==> config.mk <==
export PLATFORM = sky130hd
export DESIGN_NAME = cec_div_pipe
export DESIGN_NICKNAME = d
export VERILOG_FILES = /design/src/rtl/core/cec_div_pipe.sv
export SDC_FILE = /design/constraint.sdc
export NUM_CORES = 1
export LEC_CHECK = 0
export ABC_AREA = 1
export CORE_MARGIN = 2
export CORE_UTILIZATION = 55
export CTS_BUF_LIST = sky130_fd_sc_hd__clkbuf_8
export DETAILED_ROUTE_END_ITERATION = 6
export DONT_BUFFER_PORTS = 1
export PLACE_DENSITY_LB_ADDON = 0.1
export SETUP_SLACK_MARGIN = 0.1
export SLEW_MARGIN = 20
export SYNTH_ARGS = -nofsm -noshare
export SYNTH_HDL_FRONTEND = slang
export SYNTH_SLANG_ARGS = --single-unit
==> constraint.sdc <==
create_clock -name clk -period 6.58 [get_ports clk]
set_input_delay 1.316 -clock clk [delete_from_list [all_inputs] [get_ports clk]]
set_output_delay 1.316 -clock clk [all_outputs]
set_load 0.01 [all_outputs]
==> src/rtl/core/cec_div_pipe.sv <==
// cec_div_pipe: pipelined restoring divider, SPS quotient bits per stage, side data alongside
// depends on nothing; instantiated twice by congestion_edge_cost
module cec_div_pipe #(
    parameter int QW  = 24,
    parameter int RW  = 17,
    parameter int SW  = 1,
    parameter int SPS = 3
) (
    input  logic          clk,
    input  logic          rst_n,
    input  logic          in_valid,
    input  logic [RW-1:0] in_rem,
    input  logic [RW-1:0] in_dvs,
    input  logic [QW-1:0] in_num,
    input  logic [SW-1:0] in_side,
    output logic          out_valid,
    output logic [QW-1:0] out_quo,
    output logic [SW-1:0] out_side
);

    localparam int NS = (QW + SPS - 1) / SPS;

    logic          valid_reg [NS];
    logic [RW-1:0] rem_reg   [NS];
    logic [RW-1:0] dvs_reg   [NS];
    logic [QW-1:0] num_reg   [NS];
    logic [QW-1:0] quo_reg   [NS];
    logic [SW-1:0] side_reg  [NS];

    genvar k;
    for (k = 0; k < NS; k++) begin : g_stage
        logic          vi;
        logic [RW-1:0] ri;
        logic [RW-1:0] di;
        logic [QW-1:0] ni;
        logic [QW-1:0] qi;
        logic [SW-1:0] si;
        logic [RW-1:0] rem_next;
        logic [QW-1:0] num_next;
        logic [QW-1:0] quo_next;

        if (k == 0) begin : g_first
            assign vi = in_valid;
            assign ri = in_rem;
            assign di = in_dvs;
            assign ni = in_num;
            assign qi = '0;
            assign si = in_side;
        end else begin : g_rest
            assign vi = valid_reg[k-1];
            assign ri = rem_reg[k-1];
            assign di = dvs_reg[k-1];
            assign ni = num_reg[k-1];
            assign qi = quo_reg[k-1];
            assign si = side_reg[k-1];
        end

        always_comb
        begin
            rem_next = ri;
            num_next = ni;
            quo_next = qi;
            for (int t = 0; t < SPS; t++)
            begin
                if (k * SPS + t < QW)
                begin
                    rem_next = {rem_next[RW-2:0], num_next[QW-1]};
                    num_next = {num_next[QW-2:0], 1'b0};
                    if (rem_next >= di)
                    begin
                        rem_next = rem_next - di;
                        quo_next = {quo_next[QW-2:0], 1'b1};
                    end
                    else
                    begin
                        quo_next = {quo_next[QW-2:0], 1'b0};
                    end
                end
            end
        end

        always_ff @(posedge clk or negedge rst_n)
        begin
            if (!rst_n)
            begin
                valid_reg[k] <= 1'b0;
            end
            else
            begin
                valid_reg[k] <= vi;
            end
        end

        always_ff @(posedge clk)
        begin
            rem_reg[k]  <= rem_next;
            dvs_reg[k]  <= di;
            num_reg[k]  <= num_next;
            quo_reg[k]  <= quo_next;
            side_reg[k] <= si;
        end
    end

    assign out_valid = valid_reg[NS-1];
    assign out_quo   = quo_reg[NS-1];
    assign out_side  = side_reg[NS-1];

endmodule

==> results.json, run 1 <==
{
  "status": "finished, final reports clean",
  "path_clk_slew_ns": 0.06,
  "track_usage_pct": 29.89,
  "synth_ff_type": "dfxtp_1",
  "avgRoutedWirePerCell_um": 15.82,
  "largest_reg_flops": 119,
  "synth.avg_cell_area_um2": 6.596,
  "ios": 88,
  "final_nets": 6016,
  "synth_top_area_cell": "dfxtp_1",
  "synth-adder-area-share_pct": 15.41,
  "first_pass_iters": 6,
  "drtAntennaViolNets": 0,
  "vias": 34180,
  "final_cell_mix": "1724 x nand2_1, 751 x inv_1, 582 x nand3_1",
  "synthArstFlopShare_pct": 1.822,
  "drcViolationCount": 0,
  "timing.fmax_mhz": 167.0,
  "finalSetupViolCount": 0,
  "cp_top_family": "simple AND/OR/NAND/NOR gates",
  "netlist.area_leader.share_pct": 23.89,
  "area_growth_pct": 7.227,
  "netlist_area_mm2": 0.03611,
  "synth_top_family_by_area": "simple AND/OR/NAND/NOR gates",
  "synth-edff-count": 0,
  "synthTopCellsByArea": "dfxtp_1 24%, nand2_1 18%, ha_1 14%, nand3_1 8.1%, inv_1 7.7%",
  "worstPathMaxFanout": 19,
  "clockBufferDepth": 3,
  "crit_required_ns": 7.18,
  "viasPerCell": 5.309,
  "post-route-period-util_pct": 91.03,
  "synthMuxAreaShare_pct": 0,
  "syn_nets": 5968,
  "crit_top_cell": "nand2_1",
  "cts.sinks": 439,
  "cts_root_buffer": "clkbuf_8",
  "start_kind": "register",
  "cpPeakStageDelay_ns": 0.45,
  "drt-initial-drc-count": 2697,
  "yosysSeqAreaShare_pct": 24.45,
  "die_w_um": 260.2,
  "rsz0062_at_grt": "no",
  "multi_input_area_mm2": 0.02394,
  "crit_type": "register to register",
  "end_kind": "register",
  "clk_latency_ns": 0.69,
  "ys_seq_elements": 439,
  "antenna_found_initial": 2,
  "fin_skew_ns": 0.04238,
  "synthSimpleGateAreaFrac_pct": 37.74,
  "yosysUniqueCellTypes": 51,
  "finalWeightedCongestion": 0.9961,
  "num-fill-cells": 6493,
  "syn_inst": 5475,
  "drv_cap": 0,
  "start_util_pct": 55.82,
  "cp_num_buf_inv": 4,
  "drive_above_1_share_pct": 5.875,
  "cts_tree": "done",
  "maxSlewViolCount": 0,
  "h-tree-depth": 3,
  "grt_pass1_wl_mm": 162.3,
  "hold_viol": 0,
  "rows": 93,
  "coreArea_mm2": 0.06470,
  "yosys_warnings": 0,
  "slew_headroom_pct": 54.18,
  "die_y_um": 260.2,
  "portBuffers": 0,
  "grt_pass1_vias": 31620,
  "cts_inserted_buffers": 76,
  "wirelength_mm": 101.8,
  "synth_compound_area_share_pct": 7.916,
  "dpl.hpwl_mm": 84.60,
  "layout_commonest_cell": "nand2_1",
  "critPathArrivalTime_ns": 6.59,
  "cp_slowest_cell": "dfxtp_1",
  "grt_start_max_net_pins": 31,
  "grt_overflow": 0,
  "finalCriticalPeriod_ns": 5.990,
  "worstMarginPinSlew_ns": 0.6801,
  "setup_tns_ns": 0,
  "holdBufCountCts": 0,
  "dieArea_mm2": 0.06773,
  "synth-xor-area-share_pct": 5.214,
  "hold_path.class": "input pin to async pin",
  "regArea_mm2": 0.008828
}
-- cells in the mapped netlist (28+ instances only) --
cell type / n
nand3b_1: 66
nand4_1: 71
xor2_1: 117
nor3_1: 42
inv_1: 741
nand3_2: 31
a21o_1: 33
ha_1: 408
xnor2_1: 98
nor2_1: 322
o21bai_1: 28
and2_1: 123
dfxtp_1: 431
nand2_1: 1724
a21oi_1: 260
o21ai_0: 95
nand3_1: 582
nand2_2: 52
-- final timing paths --
path / start / to / slack [ns] / cells past startpoint
setup / recovery: dvs_reg[5][1]$_DFF_P_ / rem_reg[6][13]$_DFF_P_ / 0.59 / 31
hold / removal: rst_n / g_stage[5].vi$_DFF_PN0_ / 0.31 / 0
setup reg to reg: dvs_reg[5][1]$_DFF_P_ / rem_reg[6][13]$_DFF_P_ / 0.59 / 31
hold reg to reg: num_reg[5][17]$_DFF_P_ / num_reg[6][20]$_DFF_P_ / 0.31 / 0
max in group asynchronous: rst_n / g_stage[1].vi$_DFF_PN0_ / 6.18 / 0
min in group clk: num_reg[5][17]$_DFF_P_ / num_reg[6][20]$_DFF_P_ / 0.31 / 0
-- per-layer routing --
metal	part of all wire (%)	global-route usage, %
met1	45	38.79
met4	3.5	10.35
met5	0	0
met3	5.9	4.532
met2	46	50.41
-- logic make-up after synthesis --
logic type / Yosys count
flip-flops: 439
AND/OR/NAND/NOR: 3068
buffers and inverters: 825
XOR/XNOR: 215
AO/OA/AOI/OAI: 497
adder cells (fa/ha/maj): 431
-- area by class of cell --
cell class	count	area share [%]
clock buffer	95	3.376
tap	855	2.763
sequential	439	22.80
multi-input combinational	4211	61.83
antenna	1	0.006462
clock inverter	43	1.176
timing repair buffer	27	0.5880
inverter	768	7.464
-- per-stage QoR --
step | worst slack, ns | hold WS [ns] | std cells | utilization, % | area [um2]
floorplan | 1.009 | 0.3096 | 5475 | - | 36110
global placement | 0.3793 | 0.3097 | 6295 | 57.04 | 36900
detailed placement | 0.3802 | 0.3121 | 6295 | 57.04 | 36900
CTS | 0.6393 | 0.2621 | 6433 | 59.77 | 38670
global route | 0.1699 | 0.2626 | 6439 | 59.86 | 38720
finish | 0.5905 | 0.3141 | 6439 | 59.86 | 38720
-- repair_timing --
item                       CTS  global route
setup buffers                0             5
resized for setup            0             1
setup endpoints to repair    0            23
Power of run 1 is not shown: default switching activity piles up to over one toggle a cycle in this logic, so the estimate is an artifact.
==> run 2: changes to the inputs <==
- MAX_ROUTING_LAYER: not set -> met4
==> results.json, run 2 (same netlist as run 1, synthesis figures left out) <==
{
  "maxSlewViolCount": 0,
  "viasPerCell": 5.296,
  "rsz0062_at_grt": "no",
  "finalSetupViolCount": 0,
  "status": "finished, final reports clean",
  "grt_pass1_vias": 31630,
  "critPathLaunch": "dvs_reg[0][2]$_DFF_P_",
  "hold_path.class": "register to register",
  "start_kind": "register",
  "cpPeakStageDelay_ns": 0.57,
  "antenna_found_initial": 1,
  "area_growth_pct": 7.611,
  "final_cell_mix": "1724 x nand2_1, 754 x inv_1, 582 x nand3_1",
  "grt_start_max_net_pins": 31,
  "drive_above_1_share_pct": 5.872,
  "gr-max-usage-layer": "met2",
  "min-delay-start": "quo_reg[1][39]$_DFF_P_",
  "use_met3_pct": 3.596,
  "path_clk_slew_ns": 0.07,
  "wirelength_mm": 102.4,
  "largest_reg_flops": 119,
  "cts_root_buffer": "clkbuf_8",
  "hold_viol": 0,
  "clockBufferDepth": 3,
  "end_kind": "register",
  "worstPathMaxFanout": 19,
  "first_pass_iters": 6,
  "crit_top_cell": "nand2_1",
  "die_y_um": 260.2,
  "setup_tns_ns": 0,
  "drtAntennaViolNets": 0,
  "slew_headroom_pct": 52.32,
  "coreArea_mm2": 0.06470,
  "crit_type": "register to register",
  "final_nets": 6018,
  "worstMarginPinSlew_ns": 0.7077,
  "cts.sinks": 439,
  "rr_startpoint": "dvs_reg[0][2]$_DFF_P_",
  "h-tree-depth": 3,
  "portBuffers": 0,
  "drcViolationCount": 0,
  "grt_pass1_wl_mm": 162.4,
  "layout_commonest_cell": "nand2_1",
  "cp_slowest_cell": "dfxtp_1",
  "avgRoutedWirePerCell_um": 15.90,
  "drv_cap": 0,
  "post-route-period-util_pct": 91.04,
  "met2_usage_pct": 50.86,
  "die_w_um": 260.2,
  "start_util_pct": 55.82,
  "crit_required_ns": 7.13,
  "timing.fmax_mhz": 166.9,
  "track_usage_pct": 30.85,
  "critPathArrivalTime_ns": 6.54,
  "dpl.hpwl_mm": 85.47,
  "fin_skew_ns": 0.03559,
  "grt_overflow": 0,
  "clk_latency_ns": 0.70,
  "grt_use_met1_pct": 39.01,
  "finalCriticalPeriod_ns": 5.990,
  "cts_tree": "done",
  "cts_inserted_buffers": 76,
  "vias": 34120,
  "finalWeightedCongestion": 0.9996,
  "ios": 88,
  "dieArea_mm2": 0.06773,
  "drt-initial-drc-count": 2637,
  "rows": 93
}
run 2: worst paths after layout:
check / endpoint / slack, ns / cells past startpoint
hold / removal: quo_reg[1][66]$_DFF_P_ / 0.32 / 0
hold reg to reg: quo_reg[1][66]$_DFF_P_ / 0.32 / 0
setup / recovery: rem_reg[1][4]$_DFF_P_ / 0.59 / 32
max in group asynchronous: g_stage[7].vi$_DFF_PN0_ / 6.18 / 0
min in group asynchronous: g_stage[3].vi$_DFF_PN0_ / 0.33 / 0
setup reg to reg: rem_reg[1][4]$_DFF_P_ / 0.59 / 32
run 2: layout make-up:
type                       instances  area, um2
antenna                            1      2.502
clock buffer                      89       1225
clock inverter                    50      661.9
fill                            6518      25830
inverter                         768       2890
multi-input combinational       4211      23940
sequential                       439       8828
tap                              855       1070
timing repair buffer              29      242.7
run 2: worst max-delay path: cells and delay by family, from the launching register on:
family / cells / cell delay [ns]
AOI/OAI and AO/OA: 5 / 0.86
buffers and inverters: 5 / 0.80
adders and majority gates: 3 / 1.02
DFF: 1 / 0.57
and+or+nand+nor: 19 / 2.58
run 2: per-layer routing:
metal,up-vias,wire length (um)
li1,17740,-
met1,15260,46420
met2,928,47220
met3,189,5501
met4,0,3250
met5,-,0
run 2: what timing repair did:
| action | 4_1_cts | 5_1_grt |
|---|---|---|
| resized for setup | 0 | 2 |
| setup endpoints to repair | 0 | 24 |
| buffers inserted | 0 | 4 |
| hold buffers | 0 | 0 |
run 2: through the flow:
| step | area [um2] | hold WS (ns) | setup slack (ns) | cells | util [%] |
|---|---|---|---|---|---|
| 2_1_floorplan | 36110 | 0.3096 | 1.009 | 5475 | - |
| 6_report | 38860 | 0.3193 | 0.5898 | 6442 | 60.07 |
| 3_5_place_dp | 36910 | 0.3121 | 0.3813 | 6298 | 57.06 |
| 5_1_grt | 38860 | 0.2914 | 0.1704 | 6442 | 60.07 |
| 3_3_place_gp | 36910 | 0.3097 | 0.3842 | 6298 | 57.06 |
| 4_1_cts | 38800 | 0.2770 | 0.5397 | 6437 | 59.97 |
Power of run 2 is left out for the same reason.
