### src/rtl/core/cec_pkg.sv
// cec_pkg: types, constants and the fraction table of the congestion edge cost block
// used by cec_exp2, congestion_edge_cost and cec_checker; depends on nothing
package cec_pkg;

    localparam int DIST_BITS    = 48;
    localparam int TRACK_BITS   = 16;
    localparam int LEN_BITS     = 32;
    localparam int HIST_BITS    = 32;
    localparam int CFG_BITS     = 16;
    localparam int CFG_IDX_BITS = 8;
    localparam int CONG_BITS    = 24;
    localparam int YMAG_BITS    = 33;
    localparam int DVS_BITS     = 34;
    localparam int SIG_BITS     = 17;
    localparam int COST_BITS    = 25;
    localparam int SCALED_BITS  = 41;

    // cycles from an accepted transaction to its result strobe
    localparam int LATENCY = 27;

    localparam logic [CFG_IDX_BITS-1:0] REG_GAIN  = 8'd0;
    localparam logic [CFG_IDX_BITS-1:0] REG_SLOPE = 8'd1;

    localparam logic [CFG_BITS-1:0] GAIN_RESET  = 16'd256;
    localparam logic [CFG_BITS-1:0] SLOPE_RESET = 16'd2560;

    localparam logic [DIST_BITS-1:0] DIST_MAX  = '1;
    localparam logic [CONG_BITS-1:0] CONG_MAX  = 24'(255 * 65536);
    localparam logic [CONG_BITS-1:0] ONE_CONG  = 24'd65536;
    localparam logic [16:0]          LOG2E_Q16 = 17'd94548;

    typedef struct packed {
        logic [DIST_BITS-1:0]  source_distance;
        logic [LEN_BITS-1:0]   edge_length;
        logic [TRACK_BITS-1:0] occupancy;
        logic [TRACK_BITS-1:0] capacity;
        logic [HIST_BITS-1:0]  history_cost;
    } cec_item_t;

    typedef struct packed {
        logic [DIST_BITS-1:0] new_distance;
        logic                 unreached;
    } cec_result_t;

    typedef struct packed {
        logic [DIST_BITS-1:0] src;
        logic [LEN_BITS-1:0]  len;
        logic [HIST_BITS-1:0] hist;
        logic                 blocked;
    } cec_side_t;

    // 2^(j/16) in Q16
    function automatic logic [17:0] pow2_frac(input logic [4:0] j);
        logic [17:0] v;
        unique case (j)
            5'd0:    v = 18'd65536;
            5'd1:    v = 18'd68438;
            5'd2:    v = 18'd71468;
            5'd3:    v = 18'd74632;
            5'd4:    v = 18'd77936;
            5'd5:    v = 18'd81386;
            5'd6:    v = 18'd84990;
            5'd7:    v = 18'd88752;
            5'd8:    v = 18'd92682;
            5'd9:    v = 18'd96785;
            5'd10:   v = 18'd101070;
            5'd11:   v = 18'd105545;
            5'd12:   v = 18'd110218;
            5'd13:   v = 18'd115098;
            5'd14:   v = 18'd120194;
            5'd15:   v = 18'd125515;
            default: v = 18'd131072;
        endcase
        return v;
    endfunction

endpackage

### src/rtl/core/cec_exp2.sv
// cec_exp2: three-stage power of two on a signed Q.16 exponent, gives the divisor 1 + 2^y in Q16
// depends on cec_pkg (pow2_frac, widths)
module cec_exp2 #(
    parameter int SW = 1
) (
    input  logic                           clk,
    input  logic                           rst_n,
    input  logic                           in_valid,
    input  logic [cec_pkg::YMAG_BITS-1:0]  ymag,
    input  logic                           neg,
    input  logic [SW-1:0]                  in_side,
    output logic                           out_valid,
    output logic [cec_pkg::DVS_BITS-1:0]   dvs,
    output logic [SW-1:0]                  out_side
);

    logic [16:0] ipart;
    logic [15:0] fmag;
    logic [15:0] frac;
    logic [17:0] down;
    logic [4:0]  shift_next;
    logic        force_next;

    logic          v1_reg;
    logic          neg1_reg;
    logic          force1_reg;
    logic [4:0]    shift1_reg;
    logic [3:0]    j1_reg;
    logic [11:0]   r1_reg;
    logic [SW-1:0] side1_reg;

    logic [17:0] p_lo;
    logic [17:0] p_hi;
    logic [29:0] interp;
    logic [17:0] p_next;

    logic          v2_reg;
    logic          neg2_reg;
    logic          force2_reg;
    logic [4:0]    shift2_reg;
    logic [17:0]   p2_reg;
    logic [SW-1:0] side2_reg;

    logic [cec_pkg::DVS_BITS-1:0] dvs_next;

    logic                         v3_reg;
    logic [cec_pkg::DVS_BITS-1:0] dvs_reg;
    logic [SW-1:0]                side3_reg;

    // split the exponent into integer shift and fraction
    always_comb
    begin
        ipart = ymag[32:16];
        fmag  = ymag[15:0];
        down  = 18'(ipart);
        frac  = fmag;
        if (!neg)
        begin
            force_next = (ipart >= 17'd16);
            shift_next = ipart[4:0];
        end
        else
        begin
            if (fmag != 16'd0)
            begin
                down = 18'(ipart) + 18'd1;
                frac = 16'(~fmag) + 16'd1;
            end
            force_next = (down >= 18'd18);
            shift_next = down[4:0];
        end
    end

    always_ff @(posedge clk or negedge rst_n)
    begin
        if (!rst_n)
        begin
            v1_reg <= 1'b0;
            v2_reg <= 1'b0;
            v3_reg <= 1'b0;
        end
        else
        begin
            v1_reg <= in_valid;
            v2_reg <= v1_reg;
            v3_reg <= v2_reg;
        end
    end

    always_ff @(posedge clk)
    begin
        neg1_reg   <= neg;
        force1_reg <= force_next;
        shift1_reg <= shift_next;
        j1_reg     <= frac[15:12];
        r1_reg     <= frac[11:0];
        side1_reg  <= in_side;
    end

    // table lookup and linear interpolation
    always_comb
    begin
        p_lo   = cec_pkg::pow2_frac({1'b0, j1_reg});
        p_hi   = cec_pkg::pow2_frac({1'b0, j1_reg} + 5'd1);
        interp = 30'(p_hi - p_lo) * 30'(r1_reg);
        p_next = p_lo + 18'(interp >> 12);
    end

    always_ff @(posedge clk)
    begin
        neg2_reg   <= neg1_reg;
        force2_reg <= force1_reg;
        shift2_reg <= shift1_reg;
        p2_reg     <= p_next;
        side2_reg  <= side1_reg;
    end

    // scale by the integer part; a huge positive exponent forces a zero quotient, a huge negative one a divisor of 1
    always_comb
    begin
        if (!neg2_reg)
        begin
            if (force2_reg)
            begin
                dvs_next = '1;
            end
            else
            begin
                dvs_next = 34'd65536 + (34'(p2_reg) << shift2_reg);
            end
        end
        else
        begin
            if (force2_reg)
            begin
                dvs_next = 34'd65536;
            end
            else
            begin
                dvs_next = 34'd65536 + 34'(p2_reg >> shift2_reg);
            end
        end
    end

    always_ff @(posedge clk)
    begin
        dvs_reg   <= dvs_next;
        side3_reg <= side2_reg;
    end

    assign out_valid = v3_reg;
    assign dvs       = dvs_reg;
    assign out_side  = side3_reg;

endmodule

### config.mk
export PLATFORM = sky130hd
export DESIGN_NAME = cec_exp2
export DESIGN_NICKNAME = d
export VERILOG_FILES = /design/src/rtl/core/cec_pkg.sv /design/src/rtl/core/cec_exp2.sv
export SDC_FILE = /design/constraint.sdc
export NUM_CORES = 1
export LEC_CHECK = 0
export ABC_AREA = 1
export BUFFER_PORTS_ARGS = -buffer_cell sky130_fd_sc_hd__buf_2
export CORE_ASPECT_RATIO = 0.8
export CORE_MARGIN = 5
export CORE_UTILIZATION = 55
export DETAILED_ROUTE_END_ITERATION = 7
export PLACE_DENSITY_LB_ADDON = 0.25
export SYNTH_ARGS = -nofsm -noshare
export SYNTH_HDL_FRONTEND = slang
export SYNTH_SLANG_ARGS = --single-unit
### constraint.sdc
create_clock -name clk -period 13.95 [get_ports clk]
set_clock_uncertainty 0.15 [all_clocks]
set_input_delay 0.6975 -clock clk [delete_from_list [all_inputs] [get_ports clk]]
set_output_delay 0.6975 -clock clk [all_outputs]
set_load 0.1 [all_outputs]
==> results by group, run 1 <==
Outcome
  • Status: complete, no violations

Cells and area
  • Register area: 2100 um2
  • Ant diodes: 0
  • Max reg flops: 34
  • Fin nets: 2670
  • Filler cells: 2813
  • Area growth from synthesis to layout: 5.63%
  • Area occupied by multi-input gates: 12000 um2
  • Fraction of layout cells with a size suffix above 1: 0.0578

Die
  • Die area: 32700 um2
  • FP Rows: 56
  • Die H: 163 um
  • Top Ports: 74
  • Core area: 29100 um2
  • Die Wd: between 200 and 250 um
  • Starting Density: 0.552

Setup path
  • CP max stage cell: xor2_1
  • CP delay by family, top: adder cells
  • R2r setup slk: 3.20 ns
  • CP required: between 10 and 15 ns
  • Worst r2r src: j1_reg[0]
  • Reg2reg path depth: 40
  • CP peak stage delay: between 0.6 and 0.7 ns
  • Crit path capture type: register
  • Crit path max fanout: 12
  • CP bufs+invs: 7
  • Reg-to-Reg End: p2_reg[11]
  • Crit path kind: reg2reg
  • CP arrival: 10.83 ns
  • CP Launch Type: register

STA
  • RSZ-0062 raised after global routing: no
  • Max Slew Vio Count: 0
  • Final setup vio count: 0
  • Fin Setup TNS: 0 ns
  • Period utilization: 0.770
  • Relative slew margins: 0.203
  • Final hold vios: 0
  • Fmax: approximately 0.093 GHz
  • Least-Margin Pin Slew: between 1 and 1.5 ns
  • Min cycle time layout: 10.75 ns

Global routing
  • M2 GR Usage: 0.414
  • Met1 Track Usage GR: 0.427
  • Total gr overflow: 0
  • Largest net degree at the start of global routing: 42
  • Vias in the first global route: 14500
  • Antenna violations before repair: 1
  • First-pass GRT wire length: about 75000 um
  • Top Usage Layer GRT: met1
  • M3 GR Usage: 0.0874
  • Global Route Usage Sum: 0.286

Detailed routing
  • Drc violations: 0
  • Final ANT Viol Nets: 0
  • Routed vias: about 15000
  • Starting DRT DRC Count: 1695
  • WL per Instance: 17.1 um
  • Detailed Routing Iterations Pass 1: 6
  • Drt via density: 5.55
  • Final WL: 46200 um

CTS
  • CTS tree: yes
  • Clock root buffer master: clkbuf_16
  • Htree depth: 3
  • Worst-path clk slew: 0.08 ns
  • CTS Sinks: 104
  • Clock buffer depth: 2
  • TritonCTS Buffers: 9
  • Later-pin clock latency in the skew report: 0.36 ns

Placed design
  • Post-DP HPWL: 38800 um
  • PortBufs: 73
  • Placer congestion estimate: 1.01

Logic synthesis
  • Synth Area per Inst: 7.01 um2
  • Post-synthesis sequential area ratio: 0.131
  • Synth unique cells: 57
  • Syn nets: 2644
  • Post-synth top area share: 0.251
  • Area leader, netlist: fa_1
  • Post-synthesis register bit count: ~100
  • Post-synth EDFFs: 0
  • Ranking of synthesized cells by area: fa_1, dfxtp_1, nand2_1
  • Main synth FF type: dfxtp_1
  • Post-synth top cells: nand2_1, inv_1, nor2_1
  • Top-count cell post-synth: nand2_1
  • Synthesized instance count: 2289
  • Async SR Flop Fraction: 0.0288
  • Number of warnings issued by yosys: 0
  • Post-Syn Area: 16000 um2

Min path
  • Hold Crit Start: shift1_reg[2]
  • Hold Path Sink: shift2_reg[2]
  • Hold Crit Class: reg2reg
  • Hold Path Stages: 0

Run
  • Max-cap violations: 0
[layout by cell type, fill, tap and decap left out, types with 3 or more instances in the layout]
| cell type | n |
|---|---|
| o22ai_1 | 6 |
| nand4_1 | 16 |
| clkbuf_16 | 9 |
| nand3_2 | 4 |
| fa_1 | 201 |
| nand2_1 | 485 |
| or2_2 | 16 |
| buf_4 | 5 |
| nor3_1 | 14 |
| o211ai_1 | 3 |
| dfxtp_1 | 101 |
| nor2_1 | 229 |
| nand3b_1 | 4 |
| clkinv_1 | 6 |
| dfrtp_1 | 3 |
| o21a_1 | 4 |
| nor4_1 | 7 |
| inv_8 | 3 |
| nor2_2 | 4 |
| xor2_1 | 53 |
| and2_1 | 9 |
| inv_2 | 5 |
| nand3_1 | 198 |
| nand2_2 | 3 |
| a22oi_1 | 3 |
| o21ai_0 | 107 |
| xnor2_1 | 24 |
| buf_2 | 73 |
| a21oi_1 | 106 |
| a211oi_1 | 5 |
| a31oi_1 | 12 |
| a21o_1 | 5 |
| inv_1 | 435 |
| ha_1 | 116 |
| o21ai_1 | 5 |
| o21bai_1 | 7 |
| o31ai_1 | 4 |
[kinds of logic after synthesis]
group | count (synthesis) | share of synthesized area
simple gates | 997 | 0.263
flops | 104 | 0.131
fa+ha+maj | 317 | 0.341
buf+inv | 510 | 0.123
mux | 2 | 0.00125
compound gates | 281 | 0.0976
xor+xnor | 78 | 0.0430
[what timing repair did]
| item | in CTS | in global routing |
|---|---|---|
| buffers inserted | 0 | 0 |
| gates resized for setup | 0 | 0 |
| hold buffers | 1 | 0 |
| endpoints found under the hold margin | 3 | 0 |
[how the worst max path moves through the flow]
stage / end / from / depth (start not counted)
5_1_grt: p2_reg[17] / j1_reg[0] / 45
6_report: p2_reg[11] / j1_reg[0] / 40
3_5_place_dp: p2_reg[17] / j1_reg[0] / 45
2_1_floorplan: p2_reg[17] / j1_reg[0] / 49
4_1_cts: p2_reg[17] / j1_reg[0] / 45
3_3_place_gp: p2_reg[16] / j1_reg[0] / 44
[final cells by class]
cell class / count / share of cell area
Timing Repair Buffer: 79 / 0.0244
Clock inverter: 6 / 0.00502
Multi-Input combinational cell: 1675 / 0.707
Sequential cell: 104 / 0.124
Inverter: 446 / 0.0988
Clock buffer: 10 / 0.0135
Tap cell: 377 / 0.0278
[through the flow]
stage	instances	worst slack [ns]	hold WS, ns	util	area (um2)
CTS	2697	3.35	0.180	0.583	16900
finish	2697	3.20	0.177	0.583	16900
global route	2697	2.32	0.185	0.583	16900
detailed placement	2680	3.37	0.162	0.572	16600
global placement	2680	3.73	0.161	0.572	16600
floorplan	2289	5.26	0.160	-	16000
[worst register-to-register path: cells and delay by family, from the launching register on]
kind	cells	cell delay, ns
AO/OA/AOI/OAI	9	2.26
XOR/XNOR	3	1.13
adder cells (fa/ha/maj)	9	3.55
buffers and inverters	7	1.07
flip-flops	1	0.39
AND/OR/NAND/NOR	12	2.08
[layer usage]
layer | vias to the layer above | routed length, um
met4 | 2 | 716
met5 | - | 13
met2 | 721 | 18800
met1 | 7042 | 21200
li1 | 7155 | -
met3 | 61 | 5480
Power of run 1 is not shown: default switching activity piles up to over one toggle a cycle in this logic, so the estimate is an artifact.
==> inputs of run 2 (changes only) <==
==> constraint.sdc (replaced) <==
create_clock -name clk -period 11 [get_ports clk]
set_clock_uncertainty 0.15 [all_clocks]
set_input_delay 0.55 -clock clk [delete_from_list [all_inputs] [get_ports clk]]
set_output_delay 0.55 -clock clk [all_outputs]
set_load 0.1 [all_outputs]
==> run 2 against run 1 <==
Wire length shrank 0.55%. Maximum frequency up 4.9%. Sequential share of layout area about the same. First-iteration DRC count grew 14%. Non-clock buffer count is 6 higher. Via count up 0.45%. Critical path depth increased by 5. Final cell count rose by 0.22%. Largest cell class unchanged.
==> results by group, run 2 (synthesis results as in run 1) <==
Setup path
  • Crit path kind: reg2reg
  • CP arrival: 10.32 ns (-0.51 ns)
  • CP required: 11.08 ns (-2.96 ns)
  • Crit path max fanout: 12 (unchanged)
  • CP Launch Type: register
  • Most common cell on crit path: nand2_1
  • CP peak stage delay: 0.54 ns (-0.13 ns)
  • Crit path capture type: register
  • CP max stage cell: fa_1

Detailed routing
  • Final ANT Viol Nets: 0 (unchanged)
  • Drt via density: 5.57 (+0.22%)
  • Final WL: 45900 um (-0.55%)
  • Starting DRT DRC Count: 1929 (+14%)
  • WL per Instance: 17.0 um (-0.77%)
  • Drc violations: 0 (unchanged)
  • Detailed Routing Iterations Pass 1: 7 (+1)
  • Routed vias: 15000 (+0.45%)

STA
  • RSZ-0062 raised after global routing: no
  • Final hold vios: 0 (unchanged)
  • Fin Setup TNS: 0 ns (unchanged)
  • Final setup vio count: 0 (unchanged)
  • Fmax: 0.0977 GHz (+4.9%)
  • Least-Margin Pin Slew: 0.931 ns (-0.261 ns)
  • Relative slew margins: 0.379 (+0.176)
  • Min cycle time layout: 10.24 ns (-0.506 ns)
  • Max Slew Vio Count: 0 (unchanged)
  • Period utilization: 0.931 (+0.161)

CTS
  • Worst-path clk slew: 0.07 ns (about the same)
  • Htree depth: 3 (unchanged)
  • Clock buffer depth: 2 (unchanged)
  • TritonCTS Buffers: 9 (unchanged)
  • CTS tree: yes
  • Clock root buffer master: clkbuf_16
  • Later-pin clock latency in the skew report: 0.36 ns (about the same)
  • CTS Sinks: 104 (unchanged)

Die
  • Top Ports: 74 (unchanged)
  • Die Wd: 201 um (unchanged)
  • FP Rows: 56 (unchanged)
  • Die area: 32700 um2 (unchanged)
  • Core area: 29100 um2 (unchanged)
  • Starting Density: 0.552 (unchanged)
  • Die H: 163 um (unchanged)

Cells and area
  • Filler cells: 2757 (-2.0%)
  • Final Core Density: 0.584 (+0.000646)
  • Fraction of layout cells with a size suffix above 1: 0.0602 (+0.00243)
  • Fin nets: 2676 (+0.22%)
  • Ant diodes: 0 (unchanged)
  • Area growth from synthesis to layout: 5.75%
  • Fin area: 17000 um2 (+0.11%)
  • Max reg flops: 34 (unchanged)
  • Commonest non-fill, non-tap cell in the layout: nand2_1
  • Commonest cells after routing, fill and taps aside: nand2_1, inv_1, nor2_1

Placed design
  • Placer congestion estimate: 1.00 (-0.88%)
  • Placed Area: 16700 um2 (+0.27%)
  • PortBufs: 73 (unchanged)
  • Post-DP HPWL: 38800 um (about the same)

Run
  • Max-cap violations: 0 (unchanged)

Outcome
  • Status: complete, no violations

Global routing
  • First-pass GRT wire length: 75000 um (-0.26%)
  • Largest net degree at the start of global routing: 42 (unchanged)
  • Vias in the first global route: 14600 (+0.51%)
  • Total gr overflow: 0 (unchanged)
  • Global Route Usage Sum: 0.284 (-0.00176)
  • Antenna violations before repair: 2 (+1)

Min path
  • Hold Crit Class: in2reg
==> run 2: cell types whose count changed in the layout (fill, tap and decap cells not counted), sizes merged <==
cell / delta
buf: +6
bufinv: -1
clkbuf: +1
==> run 2: worst max-delay path, delay by kind of cell (launching register included) <==
kind	cells	cell delay, ns
adders and majority gates	9	3.69
xor gates and xnor gates	2	0.45
buffers and inverters	8	0.98
AOI/OAI and AO/OA	11	2.09
and+or+nand+nor	15	2.31
DFF	1	0.38
==> run 2: layout make-up <==
class,count,area (um2),area share
multi-input cells,1675,12000,0.706
flip-flops and latches,104,2100,0.124
inverters,446,1670,0.0987
well taps,377,472,0.0278
repair buffers,85,458,0.0270
clock buffers,11,233,0.0137
clock inverters,5,47.5,0.00280
==> run 2: through the flow <==
step	setup WS, ns	std cells	hold WS (ns)
CTS	0.872	2703	0.131
detailed placement	0.905	2686	0.162
global route	0.000344	2703	0.128
floorplan	2.31	2289	0.104
global placement	0.994	2686	0.161
finish	0.760	2703	0.141
==> run 2: final timing paths <==
check / startpoint / endpoint / slack [ns] / cells past startpoint
worst max-delay path: j1_reg[0] / p2_reg[11] / 0.76 / 45
worst min-delay path: in_side / side1_reg / 0.14 / 1
worst max register to register: j1_reg[0] / p2_reg[11] / 0.76 / 45
worst min register to register: shift1_reg[2] / shift2_reg[2] / 0.18 / 0
max in group asynchronous: rst_n / out_valid / 10.23 / 2
min in group asynchronous: rst_n / v1_reg / 0.37 / 2
==> run 2: metal layers <==
layer / track usage / part of all wire / vias up
met5: 0 / 0.00046 / -
met4: 0.0588 / 0.021 / 4
met3: 0.0902 / 0.12 / 87
met2: 0.410 / 0.41 / 770
met1: 0.421 / 0.45 / 7006
li1: - / - / 7181
==> run 2: repair_timing <==
action,4_1_cts,5_1_grt
endpoints found under the hold margin,3,0
endpoints found under the setup margin,0,1
resized for setup,0,1
setup buffers,0,0
hold buffers,1,0
Power of run 2 is left out for the same reason.
